<file path="config.mk">
export PLATFORM = sky130hd
export DESIGN_NAME = idpmp_cell
export DESIGN_NICKNAME = d
export VERILOG_FILES = /design/src/hdl/idpmp_pkg.sv /design/src/hdl/idpmp_cell.sv
export SDC_FILE = /design/constraint.sdc
export NUM_CORES = 1
export LEC_CHECK = 0
export BUFFER_PORTS_ARGS = -buffer_cell sky130_fd_sc_hd__buf_2
export CAP_MARGIN = 20
export CORE_ASPECT_RATIO = 0.6
export CORE_MARGIN = 2
export CORE_UTILIZATION = 30
export CTS_CLUSTER_SIZE = 40
export DETAILED_ROUTE_END_ITERATION = 8
export SLEW_MARGIN = 30
export SYNTH_ARGS = -nofsm -noshare
export SYNTH_HDL_FRONTEND = slang
export SYNTH_SLANG_ARGS = --single-unit
</file>
<file path="constraint.sdc">
create_clock -name clk -period 8.33 [get_ports clk]
set_input_delay 1.666 -clock clk [delete_from_list [all_inputs] [get_ports clk]]
set_output_delay 1.666 -clock clk [all_outputs]
set_load 0.005 [all_outputs]
</file>
<file path="src/hdl/idpmp_pkg.sv">
// ----------------------------------------------------------------------------
// idpmp_pkg
// Types, widths and helpers shared by the end-picking interval DP block.
// ----------------------------------------------------------------------------
`default_nettype none

package idpmp_pkg;

	// Row capacity and field widths.
	localparam int MAX_ITEMS = 64;
	localparam int PRICE_W   = 16;
	localparam int PROFIT_W  = 28;
	localparam int COUNT_W   = $clog2(MAX_ITEMS + 1);
	localparam int YEAR_W    = COUNT_W;
	localparam int PROD_W    = PRICE_W + YEAR_W;
	localparam int SUM_W     = ((PROD_W > PROFIT_W) ? PROD_W : PROFIT_W) + 1;

	localparam logic [PROFIT_W-1:0] PROFIT_MAX = {PROFIT_W{1'b1}};

	// Controller states, one-hot.
	typedef enum logic [3:0] {
		S_LOAD = 4'b0001,
		S_MUL  = 4'b0010,
		S_ADD  = 4'b0100,
		S_OUT  = 4'b1000
	} state_t;

	// Controls broadcast from the sequencer to every cell.
	typedef struct packed {
		logic              mul;
		logic              add;
		logic              first;
		logic [YEAR_W-1:0] year;
	} cell_ctl_t;

	// Clamp a widened sum to the profit range.
	function automatic logic [PROFIT_W-1:0] sat_profit(input logic [SUM_W-1:0] v);
		logic [PROFIT_W-1:0] res;
		if (v > SUM_W'(PROFIT_MAX)) begin
			res = PROFIT_MAX;
		end else begin
			res = v[PROFIT_W-1:0];
		end
		return res;
	endfunction

endpackage

`default_nettype wire

</file>
<file path="src/hdl/idpmp_cell.sv">
// ----------------------------------------------------------------------------
// idpmp_cell
// One position of the DP chain: holds a stored price, a shifting copy of the
// price at the right end of its interval, and the best profit of its interval.
// ----------------------------------------------------------------------------
`default_nettype none

module idpmp_cell (
	input  wire logic                             clk,
	input  wire logic                             load_hit,
	input  wire logic [idpmp_pkg::PRICE_W-1:0]    price_in,
	input  wire idpmp_pkg::cell_ctl_t             ctl,
	input  wire logic [idpmp_pkg::PRICE_W-1:0]    nb_right,
	input  wire logic [idpmp_pkg::PROFIT_W-1:0]   nb_best,
	output logic      [idpmp_pkg::PRICE_W-1:0]    right_out,
	output logic      [idpmp_pkg::PROFIT_W-1:0]   best_out
);

	logic [idpmp_pkg::PRICE_W-1:0]  left_q;
	logic [idpmp_pkg::PRICE_W-1:0]  right_q;
	logic [idpmp_pkg::PROFIT_W-1:0] best_q;
	logic [idpmp_pkg::PROD_W-1:0]   prod_l_s1;
	logic [idpmp_pkg::PROD_W-1:0]   prod_r_s1;
	logic [idpmp_pkg::SUM_W-1:0]    take_l;
	logic [idpmp_pkg::SUM_W-1:0]    take_r;
	logic [idpmp_pkg::SUM_W-1:0]    pick;

	// Price registers: loaded from the input, the right-end copy shifts one
	// place toward the head of the chain after every interval length.
	always_ff @(posedge clk) begin
		if (load_hit) begin
			left_q  <= price_in;
			right_q <= price_in;
		end else if (ctl.add) begin
			right_q <= nb_right;
		end
	end

	// Stage one: price times selling year for both ends.
	always_ff @(posedge clk) begin
		if (ctl.mul) begin
			prod_l_s1 <= idpmp_pkg::PROD_W'(left_q)  * idpmp_pkg::PROD_W'(ctl.year);
			prod_r_s1 <= idpmp_pkg::PROD_W'(right_q) * idpmp_pkg::PROD_W'(ctl.year);
		end
	end

	// Stage two: add the remaining interval's best and keep the larger choice.
	always_comb begin
		take_l = idpmp_pkg::SUM_W'(prod_l_s1) + idpmp_pkg::SUM_W'(nb_best);
		take_r = idpmp_pkg::SUM_W'(prod_r_s1) + idpmp_pkg::SUM_W'(best_q);
		if (ctl.first) begin
			pick = idpmp_pkg::SUM_W'(prod_l_s1);
		end else if (take_l > take_r) begin
			pick = take_l;
		end else begin
			pick = take_r;
		end
	end

	always_ff @(posedge clk) begin
		if (ctl.add) begin
			best_q <= idpmp_pkg::sat_profit(pick);
		end
	end

	assign right_out = right_q;
	assign best_out  = best_q;

endmodule

`default_nettype wire

</file>
==> impl_metrics.yaml, run 1 <==
drt:
  vias: 10800
  wl_per_cell_um: 17.5
  ant_nets: 0
  viasPerCell: 5.06
  drt-initial-drc-count: 743
  first_pass_iters: 6
  drc: 0
  drt_wl_total_um: 37200
cts:
  cts_made_buffers: 9
  path_clk_slew_ps: 70
  cts.sinks: 106
  clk_latency_ps: 360
  cts_resized: 0
  cts_root_buf: "clkbuf_16"
  htree_levels: 3
  post_cts_buffers: 0
  ctsHoldBuffers: 0
  clock_path_buffers: 2
  cts_tree: "done"
worst_setup_path:
  required_ps: 8410
  worst_setup_path_start_kind: "input pin"
  path_cells: "buf_2 > ha_1 > inv_1 > fa_1 > nor2b_4 > o31a_1 > o311ai_4 > a31oi_4 > a2111oi_4 > nor4_1 > xor2_1 > ha_1 > nand4_1 > nor3_1 > nand3_1 > o211ai_1 > a21oi_1 > nor2_2 > buf_4 > nand2_1 > o221ai_1 > a21oi_1"
  end_kind: "flop"
  cp.arrival_ps: 6540
  cpMaxStageDelayCell: "nor2_2"
  worst-path-max-fanout: 26
  crit_type: "in2reg"
  slowest_delay_ps: 600
job:
  cap_violations: 0
logic_synthesis:
  synth-main-ff-cell: "edfxtp_1"
  syn-cell-area_um2: 13700
  postSynthAreaPerCell_um2: 9.56
  async_flop_share: 0
  yosysTopAreaCellShare: 0.232
  synthDistinctLibCells: 71
  synth_edf_count: 106
  yosys_warnings: 0
  syn_inst: 1435
  synth_area_leader_cell: "edfxtp_1"
  synth_area_leaders: "edfxtp_1 23%, fa_1 20%, ha_1 14%, nand2_1 5.8%, inv_1 4.3%"
  synth_fp_nets: 1804
  ys_seq_area_frac: 0.232
  synth_seq_cells: 106
finish:
  layout_common_cells: "212 x nand2_1, 157 x ha_1, 156 x inv_1"
  fin_cells: 2123
  fin_nets: 1897
  final_common_cell: "nand2_1"
  syn2layout_area_growth_pct: 10.7
  postLayoutCellArea_um2: 15200
  drive_above_1_share: 0.116
placement:
  port_buffers: 115
  dp_cells: 2106
  place_hpwl_um: 30900
  placed_cell_area_um2: 14900
  place.gp.congestion: 0.876
timing:
  grt_setup_unrepaired: "no"
  setup-tns-final_ps: 0
  finalHoldViolCount: 0
  post-route-min-period_ps: 6450
  post-route-period-util: 0.775
  slew_viol_final: 0
  setup_viol: 0
  finalClockSkew_ps: 13.9
  fmaxAchievable_mhz: 155
  slew-limit-headroom: 0.486
  tightest_slew_ps: 770
global_route:
  first_global_vias: 10600
  grt-ovfl-total: 0
  grt_max_degree: 47
  antenna_found_initial: 1
  grt_pass1_wl_um: 58700
  track_usage: 0.158
floorplanning:
  dieArea_um2: 47500
  pin_count: 116
  design.core.area_um2: 45000
  rows: 60
  die_w_um: 280
  dieHeight_um: 170
  initial_utilization: 0.305
worst_hold_path:
  hold_path.class: "reg2reg"
run_status:
  status: "finished, final reports clean"
power:
  powerDensity_nw_per_um2: 408
  p_leak_nw: 7.02
  ir_worst_vdd_v: 0.000172
## flip-flops by register name, summed over array words and instances, names as in the netlist
register	flops
left_q	16
best_out	28
prod_l_s1	23
prod_r_s1	23
right_out	16
## critical path, delay by kind of cell
family	cells	cell delay, ps
buffers and inverters	3	580
AO/OA/AOI/OAI	8	1300
AND/OR/NAND/NOR	7	1680
adder cells (fa/ha/maj)	3	910
XOR/XNOR	1	390
## cell families after synthesis
kind of cell	count (synthesis)	share of synthesized area
adder cells (fa/ha/maj)	297	0.347
AO/OA/AOI/OAI	268	0.135
XOR/XNOR	82	0.0523
flip-flops	106	0.232
multiplexers	25	0.0200
AND/OR/NAND/NOR	465	0.160
buffers and inverters	192	0.0537
## power by group
group          internal, W  leakage (nW)  switching [W]  total (W)
Sequential        0.000920          1.05       0.000200    0.00112
Clock             0.000202         0.132       0.000197   0.000400
Combinational      0.00198          5.85        0.00269    0.00467
## metal layers
metal / track usage / vias up / share of wire
li1: - / 5115 / -
met1: 0.231 / 5306 / 0.48
met2: 0.244 / 295 / 0.45
met3: 0.0248 / 36 / 0.056
met4: 0.0384 / 0 / 0.019
met5: 0 / - / 0
## layout make-up
| cell class | instances | area (µm²) |
|---|---|---|
| sequential | 106 | 3180 |
| antenna | 1 | 2.50 |
| tap | 589 | 737 |
| fill | 4553 | 29800 |
| clock inverter | 7 | 45.0 |
| multi-input combinational | 1137 | 9800 |
| inverter | 156 | 586 |
| timing repair buffer | 118 | 601 |
| clock buffer | 9 | 225 |
## synth_stat cells (12+ instances only)
cell and number:
nor3_1 20, o21a_1 12, xnor2_1 48, o21ai_0 43, o211ai_1 15, mux2_2 19
a21oi_1 64, and3_1 14, nand2b_1 15, ha_1 157, nand2_1 212, and2_1 72
a31oi_1 24, edfxtp_1 106, xor2_1 34, clkbuf_1 33, inv_1 156, fa_1 140
nand3_1 23, nor2_1 73, a21o_1 34
## worst paths after layout
path                startpoint           end  slack (ps)  cells past startpoint
setup / recovery    nb_best[0]  best_out[24]        1880                     22
setup reg to reg   best_out[0]  best_out[24]        2670                     22
hold reg to reg   prod_l_s1[0]   best_out[0]         630                      1
hold / removal    prod_l_s1[0]   best_out[0]         630                      1
## per-stage QoR
step | utilization | total power, W | worst slack, ps | hold WS (ps)
2_1_floorplan | - | 0.00454 | 2240 | 547
3_3_place_gp | 0.332 | 0.00566 | 1640 | 617
3_5_place_dp | 0.332 | 0.00573 | 1540 | 605
4_1_cts | 0.338 | 0.00618 | 1920 | 622
5_1_grt | 0.338 | 0.00684 | 1500 | 635
6_report | 0.338 | 0.00619 | 1880 | 631
Note: power is estimated with default switching activity, not from simulation.
==> run 2: changes to the inputs <==
==> constraint.sdc (replaced) <==
create_clock -name clk -period 6.4 [get_ports clk]
set_input_delay 1.28 -clock clk [delete_from_list [all_inputs] [get_ports clk]]
set_output_delay 1.28 -clock clk [all_outputs]
set_load 0.005 [all_outputs]
==> run 2 against run 1 <==
Effect of this change:
- wire length is 1.1% higher
- first-iteration DRC count is 27% higher
- cell area is 0.63% higher
- critical path depth is 3 lower
- critical endpoint is now prod_l_s1[22]
- largest power group unchanged
==> impl_metrics.yaml, run 2 (synthesis results as in run 1) <==
cts:
  ctsHoldBuffers: 0
  cts_made_buffers: 9
  clock_path_buffers: 2
  cts_tree: "done"
  path_clk_slew_ps: 70
  cts_root_buf: "clkbuf_16"
  cts_resized: 0
  cts.sinks: 106
  clk_latency_ps: 370
  htree_levels: 3
  post_cts_buffers: 0
worst_hold_path:
  holdPathEnd: "best_out[0]"
  holdPathStages: 1
  hold_path.class: "reg2reg"
  hp-start: "prod_l_s1[0]"
drt:
  viasPerCell: 5.03
  wl_per_cell_um: 17.6
  vias: 10700
  ant_nets: 0
  first_pass_iters: 5
  drc: 0
  drt_wl_total_um: 37600
  drt-initial-drc-count: 942
timing:
  fmaxAchievable_mhz: 171
  grt_setup_unrepaired: "no"
  tightest_slew_ps: 853
  post-route-period-util: 0.913
  slew_viol_final: 0
  post-route-min-period_ps: 5850
  slew-limit-headroom: 0.431
  setup_viol: 0
  finalClockSkew_ps: 14.1
  setup-tns-final_ps: 0
  finalHoldViolCount: 0
finish:
  layout_common_cells: "212 x nand2_1, 157 x ha_1, 156 x inv_1"
  final_common_cell: "nand2_1"
  largest_reg_flops: 28
  fin_nets: 1910
  drive_above_1_share: 0.123
  fin_cells: 2136
  syn2layout_area_growth_pct: 11.3
floorplanning:
  design.core.area_um2: 45000
  dieHeight_um: 170
  die_w_um: 280
  pin_count: 116
  rows: 60
  initial_utilization: 0.305
  dieArea_um2: 47500
global_route:
  first_global_vias: 10300
  grt_pass1_wl_um: 58200
  grt-ovfl-total: 0
  track_usage: 0.158
  grt_max_degree: 47
  antenna_found_initial: 2
power:
  p_leak_nw: 7.08
  seqPwrFrac: 0.181
  p_sw_frac: 0.497
  power.share.combinational: 0.754
  clockPowerShare: 0.065
  ir_worst_vdd_v: 0.000216
  p_switching_w: 0.00401
  p_int_w: 0.00405
  powerDensity_nw_per_um2: 528
worst_setup_path:
  cp.arrival_ps: 5950
  r2r_slack_ps: 1100
  end_kind: "flop"
  worst_setup_path_start_kind: "input pin"
  required_ps: 6500
  r2r-start: "best_out[14]"
  crit_type: "in2reg"
  worst-path-max-fanout: 17
  r2r_end: "best_out[11]"
  reg2regPathDepth: 20
placement:
  place_hpwl_um: 31600
  port_buffers: 115
  place.gp.congestion: 0.892
  dp_cells: 2119
run_status:
  status: "finished, final reports clean"
job:
  cap_violations: 0
## run 2: cell types whose count changed in the layout (fill, tap and decap cells not counted), sizes merged
cell      delta
buf         +13
clkinvlp     -1
inv          +1
## run 2: metrics by stage
step	hold WS, ps	worst slack [ps]	power (W)	area [µm²]	util
floorplan	547	701	0.00591	13700	-
detailed placement	660	201	0.00751	15000	0.334
CTS	676	588	0.00808	15300	0.340
finish	660	554	0.00807	15300	0.340
global route	705	264	0.00889	15300	0.340
global placement	653	312	0.00744	15000	0.334
## run 2: worst max-delay path by stage
stage          slack [ps]  startpoint       endpoint  depth (start not counted)
6_report              550      ctl[3]  prod_l_s1[22]                         19
4_1_cts               590      ctl[3]  prod_l_s1[22]                         19
5_1_grt               260      ctl[2]  prod_r_s1[22]                         17
2_1_floorplan         700      ctl[1]  prod_l_s1[22]                         17
3_3_place_gp          310      ctl[2]  prod_r_s1[21]                         19
3_5_place_dp          200      ctl[3]  prod_l_s1[22]                         19
## run 2: power groups by stage
stage	Combinational [W]	Clock, W	Sequential (W)
after floorplan	0.00459	0	0.00132
after global placement	0.00594	0	0.00150
after detailed placement	0.00602	0	0.00149
after CTS	0.00606	0.000531	0.00148
after global routing	0.00684	0.000561	0.00149
final	0.00608	0.000521	0.00146
## run 2: per-layer routing
metal | up-vias | GRT usage | share of wire | wire length, µm
met1 | 5245 | 0.239 | 0.49 | 18400
met3 | 33 | 0.0204 | 0.053 | 2010
li1 | 5148 | - | - | -
met2 | 308 | 0.241 | 0.45 | 16800
met5 | - | 0 | 0 | 0
met4 | 0 | 0.0305 | 0.010 | 393
## run 2: final cells by class
cell class              count  area [µm²]
flip-flops and latches    106        3180
clock inverters             7        42.5
inverters                 156         586
repair buffers            131         698
well taps                 589         737
clock buffers               9         225
fillers                  4542       29700
diodes                      1        2.50
multi-input cells        1137        9800
## run 2: critical path, stage by stage
cell and delay (ps):
buf_2 290, buf_4 290, and2_1 170, fa_1 410, inv_1 110, fa_1 420, fa_1 500, inv_1 50
fa_1 440, ha_1 230, or3_1 410, o21bai_1 170, a21oi_1 200, o2111ai_1 210, nand3_1 150, nand3_1 100
a31o_2 240, a21oi_1 160, xnor2_1 110
