--- src/hdl/idpmp_pkg.sv ---
// ----------------------------------------------------------------------------
// idpmp_pkg
// Types, widths and helpers shared by the end-picking interval DP block.
// ----------------------------------------------------------------------------
`default_nettype none

package idpmp_pkg;

	// Row capacity and field widths.
	localparam int MAX_ITEMS = 64;
	localparam int PRICE_W   = 16;
	localparam int PROFIT_W  = 28;
	localparam int COUNT_W   = $clog2(MAX_ITEMS + 1);
	localparam int YEAR_W    = COUNT_W;
	localparam int PROD_W    = PRICE_W + YEAR_W;
	localparam int SUM_W     = ((PROD_W > PROFIT_W) ? PROD_W : PROFIT_W) + 1;

	localparam logic [PROFIT_W-1:0] PROFIT_MAX = {PROFIT_W{1'b1}};

	// Controller states, one-hot.
	typedef enum logic [3:0] {
		S_LOAD = 4'b0001,
		S_MUL  = 4'b0010,
		S_ADD  = 4'b0100,
		S_OUT  = 4'b1000
	} state_t;

	// Controls broadcast from the sequencer to every cell.
	typedef struct packed {
		logic              mul;
		logic              add;
		logic              first;
		logic [YEAR_W-1:0] year;
	} cell_ctl_t;

	// Clamp a widened sum to the profit range.
	function automatic logic [PROFIT_W-1:0] sat_profit(input logic [SUM_W-1:0] v);
		logic [PROFIT_W-1:0] res;
		if (v > SUM_W'(PROFIT_MAX)) begin
			res = PROFIT_MAX;
		end else begin
			res = v[PROFIT_W-1:0];
		end
		return res;
	endfunction

endpackage

`default_nettype wire

--- src/hdl/idpmp_ctrl.sv ---
// ----------------------------------------------------------------------------
// idpmp_ctrl
// Sequencer: counts loaded items, tracks overflow, and steps the cell chain
// through one interval length at a time (a multiply state, then an add state) down to the first year.
// ----------------------------------------------------------------------------
`default_nettype none

module idpmp_ctrl (
	input  wire logic                              clk,
	input  wire logic                              arst_n,
	input  wire logic                              in_valid,
	output logic                                   in_stall,
	input  wire logic                              last,
	output logic                                   out_valid,
	input  wire logic                              out_stall,
	output logic                                   overflow,
	output logic                                   load_en,
	output logic      [idpmp_pkg::COUNT_W-1:0]     load_idx,
	output idpmp_pkg::cell_ctl_t                   ctl
);

	idpmp_pkg::state_t state_q;
	logic [idpmp_pkg::COUNT_W-1:0] count_q;
	logic [idpmp_pkg::YEAR_W-1:0]  year_q;
	logic                          first_q;
	logic                          ovf_q;
	logic                          accept;
	logic                          room;

	assign in_stall  = (state_q != idpmp_pkg::S_LOAD);
	assign accept    = in_valid && !in_stall;
	assign room      = (count_q < idpmp_pkg::COUNT_W'(idpmp_pkg::MAX_ITEMS));
	assign load_en   = accept && room;
	assign load_idx  = count_q;
	assign out_valid = (state_q == idpmp_pkg::S_OUT);
	assign overflow  = ovf_q;

	assign ctl.mul   = (state_q == idpmp_pkg::S_MUL);
	assign ctl.add   = (state_q == idpmp_pkg::S_ADD);
	assign ctl.first = first_q;
	assign ctl.year  = year_q;

	// Main sequencer.
	always_ff @(posedge clk or negedge arst_n) begin
		if (!arst_n) begin
			state_q <= idpmp_pkg::S_LOAD;
			count_q <= '0;
			year_q  <= '0;
			first_q <= 1'b0;
			ovf_q   <= 1'b0;
		end else begin
			unique case (state_q)
				idpmp_pkg::S_LOAD: begin
					if (accept) begin
						if (room) begin
							count_q <= idpmp_pkg::COUNT_W'(count_q + 1'b1);
						end else begin
							ovf_q <= 1'b1;
						end
						if (last) begin
							year_q  <= room ? idpmp_pkg::YEAR_W'(count_q + 1'b1) : count_q;
							first_q <= 1'b1;
							state_q <= idpmp_pkg::S_MUL;
						end
					end
				end
				idpmp_pkg::S_MUL: begin
					state_q <= idpmp_pkg::S_ADD;
				end
				idpmp_pkg::S_ADD: begin
					first_q <= 1'b0;
					if (year_q == idpmp_pkg::YEAR_W'(1)) begin
						state_q <= idpmp_pkg::S_OUT;
					end else begin
						year_q  <= idpmp_pkg::YEAR_W'(year_q - 1'b1);
						state_q <= idpmp_pkg::S_MUL;
					end
				end
				idpmp_pkg::S_OUT: begin
					if (!out_stall) begin
						count_q <= '0;
						ovf_q   <= 1'b0;
						state_q <= idpmp_pkg::S_LOAD;
					end
				end
				default: begin
					state_q <= idpmp_pkg::S_LOAD;
				end
			endcase
		end
	end

endmodule

`default_nettype wire

--- config.mk ---
export PLATFORM = sky130hd
export DESIGN_NAME = idpmp_ctrl
export DESIGN_NICKNAME = d
export VERILOG_FILES = /design/src/hdl/idpmp_pkg.sv /design/src/hdl/idpmp_ctrl.sv
export SDC_FILE = /design/constraint.sdc
export NUM_CORES = 1
export LEC_CHECK = 0
export BUFFER_PORTS_ARGS = -buffer_cell sky130_fd_sc_hd__buf_2
export CORE_ASPECT_RATIO = 1.25
export CORE_MARGIN = 2
export CORE_UTILIZATION = 40
export DETAILED_ROUTE_END_ITERATION = 8
export GPL_ROUTABILITY_DRIVEN = 1
export PLACE_DENSITY = 0.69
export RECOVER_POWER = 25
export SLEW_MARGIN = 0
export SYNTH_ARGS = -nofsm -noshare
export SYNTH_HDL_FRONTEND = slang
export SYNTH_SLANG_ARGS = --single-unit
--- constraint.sdc ---
create_clock -name clk -period 3.9 [get_ports clk]
set_input_delay 0.195 -clock clk [delete_from_list [all_inputs] [get_ports clk]]
set_output_delay 0.195 -clock clk [all_outputs]
set_load 0.02 [all_outputs]
==> results of run 1 <==
[power by group through the flow]
stage / logic (mW) / clock network [mW] / registers, mW
6_report: 0.320 / 0.121 / 0.325
5_1_grt: 0.355 / 0.137 / 0.335
4_1_cts: 0.323 / 0.126 / 0.324
3_5_place_dp: 0.321 / 0 / 0.328
3_3_place_gp: 0.319 / 0 / 0.325
2_1_floorplan: 0.179 / 0 / 0.369
[cells by family after synthesis]
| logic type | Yosys count |
|---|---|
| AOI/OAI and AO/OA | 34 |
| muxes | 1 |
| adders and majority gates | 3 |
| xor gates and xnor gates | 5 |
| and+or+nand+nor | 48 |
| DFF | 20 |
| buffers and inverters | 11 |
[path summary, 6_finish.rpt]
kind,slack (ns),endpoint,startpoint,cells after the start
hold reg to reg,0.50,overflow$_DFFE_PN0P_,overflow$_DFFE_PN0P_,1
max in group asynchronous,2.63,first_q$_DFFE_PN0P_,arst_n,2
setup reg to reg,1.90,year_q[3]$_DFFE_PN0P_,state_q[1]$_DFFE_PN0P_,5
setup / recovery,1.90,year_q[3]$_DFFE_PN0P_,state_q[1]$_DFFE_PN0P_,5
hold / removal,0.06,state_q[0]$_DFFE_PN1P_,out_stall,2
min in group asynchronous,0.61,state_q[2]$_DFFE_PN0P_,arst_n,2
[layer usage]
metal | share of wire, % | GRT usage (%) | vias up
met5 | 0 | 0 | -
met4 | 1.5 | 7.37 | 0
met3 | 3.4 | 2.30 | 4
met2 | 49 | 26.4 | 24
met1 | 47 | 22.4 | 486
li1 | - | - | 490
[per-stage QoR]
step / instance area (sq um) / cells / power, mW / worst slack [ns]
after global placement: 1310 / 176 / 0.644 / 1.99
after detailed placement: 1310 / 176 / 0.649 / 1.94
after floorplan: 1170 / 122 / 0.548 / 2.01
after CTS: 1360 / 181 / 0.773 / 1.91
final: 1350 / 181 / 0.766 / 1.90
after global routing: 1350 / 181 / 0.827 / 1.74
[timing repair]
action,CTS,global route
hold buffers,1,0
hold endpoints to repair,19,0
buffers inserted,0,0
[worst max-delay path, stage by stage (launching register included)]
cell	delay, ns
dfrtp_1	0.48
nor2_1	0.23
nand3_2	0.22
o21ai_2	0.53
o21ai_0	0.18
a22o_1	0.26
[state kept, by name, summed over array words and instances (netlist names)]
register / cells
load_idx: 7
first_q: 1
year_q: 7
state_q: 4
overflow: 1
[layout make-up]
class | count | area (sq um) | area share [%]
multi-input cells | 91 | 617 | 45.6
inverters | 6 | 22.5 | 1.66
clock buffers | 4 | 36.3 | 2.68
flip-flops and latches | 20 | 502 | 37.1
repair buffers | 26 | 134 | 9.89
well taps | 34 | 42.5 | 3.14
[Yosys cell counts (4+ instances only)]
cell type,instances
nand2_1,15
o21ai_0,11
xor2_1,4
nor2_1,9
a21oi_1,5
dfrtp_1,19
nor3_1,4
inv_1,6
==> qor.yml, run 1 <==
antennaDiodeCount: 0
ys_types: 39
die_w_microns: 52.4
crit_type: "reg -> reg"
p_sw_share_pct: 42.3
hold_class: "in -> reg"
cts_resized: 0
synth_edf_count: 0
synth.area.mux_share_pct: 0.856
ys_top_cells_by_area: "dfrtp_1, nand2_1, o21ai_0"
synth_area_sq_mm: 0.00117
clock-sinks: 20
pin_count: 26
synth-compound-area-share_pct: 19.4
final_common_cell: "buf_2"
dieHeight_microns: 64.5
drt.antenna.violating_nets: 0
insertion_delay_ns: 0.29
power-per-cell-area_mw_per_mm2: 566
grt_pass1_vias: 952
rsz0062_at_grt: "false"
fin_skew_ns: 0.00161
grt_pass1_wl_microns: 4350
gp_congestion: 0.823
yosys_warnings: 0
core_sq_mm: 0.00273
start_util_pct: 42.8
clock_path_buffers: 2
tns_ns: 0
firstDrtPassIters: 5
yosysTopAreaCell: "dfrtp_1"
setup_viol: 0
yosysTopAreaCellShare_pct: 40.6
overflow: 0
final_cell_mix: "buf_2, dfrtp_1, nand2_1, o21ai_0, nor2_1"
maxCapViolCount: 0
path_clk_slew_ns: 0.12
htree_levels: 1
numCtsBuffers: 3
synth_cells: 122
hpwl_microns: 1860
holdWs_ns: 0.0622
end_kind: "flop"
yosys.area_share.adder_pct: 3.21
track_usage_pct: 16.7
num-nets-final: 156
fin_crit_ns: 2.00
drcViolationCount: 0
synth-xor-area-share_pct: 3.74
avgSynthCellArea_sq_um: 9.59
detail_route.iter0.violations: 23
cell_internal_pwr_mw: 0.442
cp_max_fo: 16
finalCritPeriodShare_pct: 51.2
wl_per_cell_microns: 13.6
num_vias: 1004
peakVddDrop_v: 0.000359
run_status: "complete, no violations"
fmax_mhz: 501
clock-root-buffer: "clkbuf_4"
synth_top_family_by_area: "simple AND/OR/NAND/NOR gates"
final_layout_size_suffix_gt1_share_pct: 25.2
routed_wl_microns: 2470
rows: 21
synth_flop_cell: "dfrtp_1"
hold_viol_final: 0
slew_headroom_pct: 26.4
syn2layout_area_growth_pct: 15.7
clockPowerShare_pct: 15.8
timing.final.max_slew_violations: 0
switching_power_mw: 0.324
seqPwrFrac_pct: 42.4
grt_max_degree: 21
critPathLaunchType: "flop"
synth_fp_nets: 130
fill_cells: 256
cts_tree: "built"
via_per_inst: 5.55
pwr-share-comb_pct: 41.7
synth-simple-area-share_pct: 25.6
synthArstFlopShare_pct: 100
cp.arrival_ns: 2.19
io_buffers: 25
seq_area_frac_synth_pct: 42.9
worst_ep_required_time_ns: 4.10
p_leak_nw: 0.663
worstMarginPinSlew_ns: 1.10
postLayoutCoreUtil_pct: 49.5
die-area_sq_mm: 0.00338
synth_seq_cells: 20
antenna_found_initial: 0
Note: power is estimated with default switching activity, not from simulation.
==> run 2: changes to the inputs <==
Settings changed: ABC_AREA set to 1, PLACE_DENSITY 0.69 to 0.68.
Clock period 3.9 ns to 2.06 ns, I/O delays scaled along.
==> qor.yml, run 2 <==
worstMarginPinSlew_ns: 1.11
path_clk_slew_ns: 0.12
antennaDiodeCount: 0
antenna_found_initial: 0
seq_area_frac_synth_pct: 39.9
ys_top_cells_by_area: "dfrtp_1, nand2_1, nand3_1"
seqCellArea_sq_um: 502
yosysTopAreaCellShare_pct: 37.8
run_status: "complete, no violations"
clock-sinks: 20
detail_route.iter0.violations: 39
cts_tree: "built"
insertion_delay_ns: 0.31
fill_cells: 313
crit_type: "reg -> out"
rows: 22
placed_area_sq_mm: 0.00141
finalCritPeriodShare_pct: 82.4
rsz0062_at_grt: "false"
worst_ep_required_time_ns: 1.96
io_buffers: 25
core_sq_mm: 0.00297
final_common_cell: "nand2_1"
synth_seq_cells: 20
power-per-cell-area_mw_per_mm2: 1610
yosysTopAreaCell: "dfrtp_1"
die-area_sq_mm: 0.00361
maxCapViolCount: 0
clock_path_buffers: 2
synthArstFlopShare_pct: 100
num-nets-final: 213
clock-root-buffer: "clkbuf_4"
slew_headroom_pct: 26.0
synth_flop_cell: "dfrtp_1"
gp_congestion: 0.798
hpwl_microns: 2140
firstDrtPassIters: 4
synth_commonest_cells: "nand2_1, nand3_1, dfrtp_1"
numCtsBuffers: 3
dieHeight_microns: 66.7
grt_pass1_vias: 1001
timing.final.max_slew_violations: 0
pin_count: 26
post_cts.repair.setup_buffers: 0
start_util_pct: 42.3
ys_types: 24
hold_class: "in -> reg"
final_cell_mix: "nand2_1, buf_2, nand3_1, dfrtp_1, inv_1"
overflow: 0
synth_fp_nets: 184
fmax_mhz: 589
pre_cts_slack_ns: 0.629
grt_max_degree: 21
tns_ns: 0
wl_per_cell_microns: 11.6
track_usage_pct: 17.6
cp_max_fo: 6
setup_slack_ns: 0.363
p_leak_nw: 0.849
yosys_warnings: 0
num_vias: 1155
hold_viol_final: 0
end_kind: "primary output"
cp.arrival_ns: 1.59
critPathLaunchType: "flop"
htree_levels: 1
final_layout_size_suffix_gt1_share_pct: 22.5
routed_wl_microns: 2780
setup_viol: 0
drt.antenna.violating_nets: 0
fin_crit_ns: 1.70
multiInputGateArea_sq_um: 661
grt_pass1_wl_microns: 4460
fin_area_sq_mm: 0.00146
holdWs_ns: 0.0313
avgSynthCellArea_sq_um: 7.14
synth_area_sq_mm: 0.00126
syn2layout_area_growth_pct: 16.1
peakVddDrop_v: 0.000773
fin_skew_ns: 0.00137
synth_edf_count: 0
drcViolationCount: 0
via_per_inst: 4.81
die_w_microns: 54.1
synth_cells: 176
synth_most_common_cell: "nand2_1"
postLayoutCoreUtil_pct: 49.1
[run 2: metal layers]
layer	wire length, microns	track usage (%)	vias to the layer above
met3	69	2.02	5
met2	1410	29.4	19
met1	1240	21.4	521
met4	59	9.38	0
met5	0	0	-
li1	-	-	610
[run 2: what timing repair did]
item	4_1_cts	5_1_grt
gates resized for setup	0	0
hold buffers	1	0
endpoints found under the hold margin	19	0
[run 2: final cells by class]
class | count | share of cell area, %
multi-input cells | 133 | 45.3
well taps | 36 | 3.09
clock buffers | 4 | 2.49
flip-flops and latches | 20 | 34.4
repair buffers | 26 | 9.18
inverters | 21 | 5.57
[run 2: logic make-up (layout without fill, tap and decap cells)]
group	Yosys count	after routing	share of synthesized area [%]
simple gates	112	112	41.4
flops	20	20	39.9
fa+ha+maj	3	3	2.99
xor+xnor	2	2	1.39
compound gates	16	16	6.77
buf+inv	23	51	7.47
[run 2: worst paths after layout]
path / startpoint / end / cells past startpoint / slack [ns]
min reg2reg: overflow$_DFFE_PN0P_ / overflow$_DFFE_PN0P_ / 2 / 0.48
max reg2reg: year_q[1]$_DFFE_PN0P_ / year_q[2]$_DFFE_PN0P_ / 11 / 0.61
max in group asynchronous: arst_n / load_idx[6]$_DFFE_PN0P_ / 2 / 0.89
min in group asynchronous: arst_n / load_idx[4]$_DFFE_PN0P_ / 2 / 0.51
max: state_q[0]$_DFFE_PN1P_ / load_en / 7 / 0.36
min: last / first_q$_DFFE_PN0P_ / 3 / 0.03
[run 2: metrics by stage]
stage / total power, mW / cells
finish: 2.34 / 240
global route: 2.58 / 240
CTS: 2.37 / 240
detailed placement: 2.13 / 235
global placement: 2.12 / 235
floorplan: 1.76 / 176
[run 2: worst max-delay path, stage by stage, from the launching register on]
cell     delay, ns
dfstp_2       0.58
inv_1         0.07
nor2_2        0.11
nand2_2       0.10
inv_2         0.10
nand2_4       0.08
nor2_1        0.09
buf_2         0.16
[run 2: where the power goes]
group / switching, mW / internal [mW] / leakage [nW]
clock network: 0.129 / 0.108 / 0.0210
logic: 0.909 / 0.450 / 0.572
registers: 0.189 / 0.558 / 0.256
total: 1.23 / 1.12 / 0.849
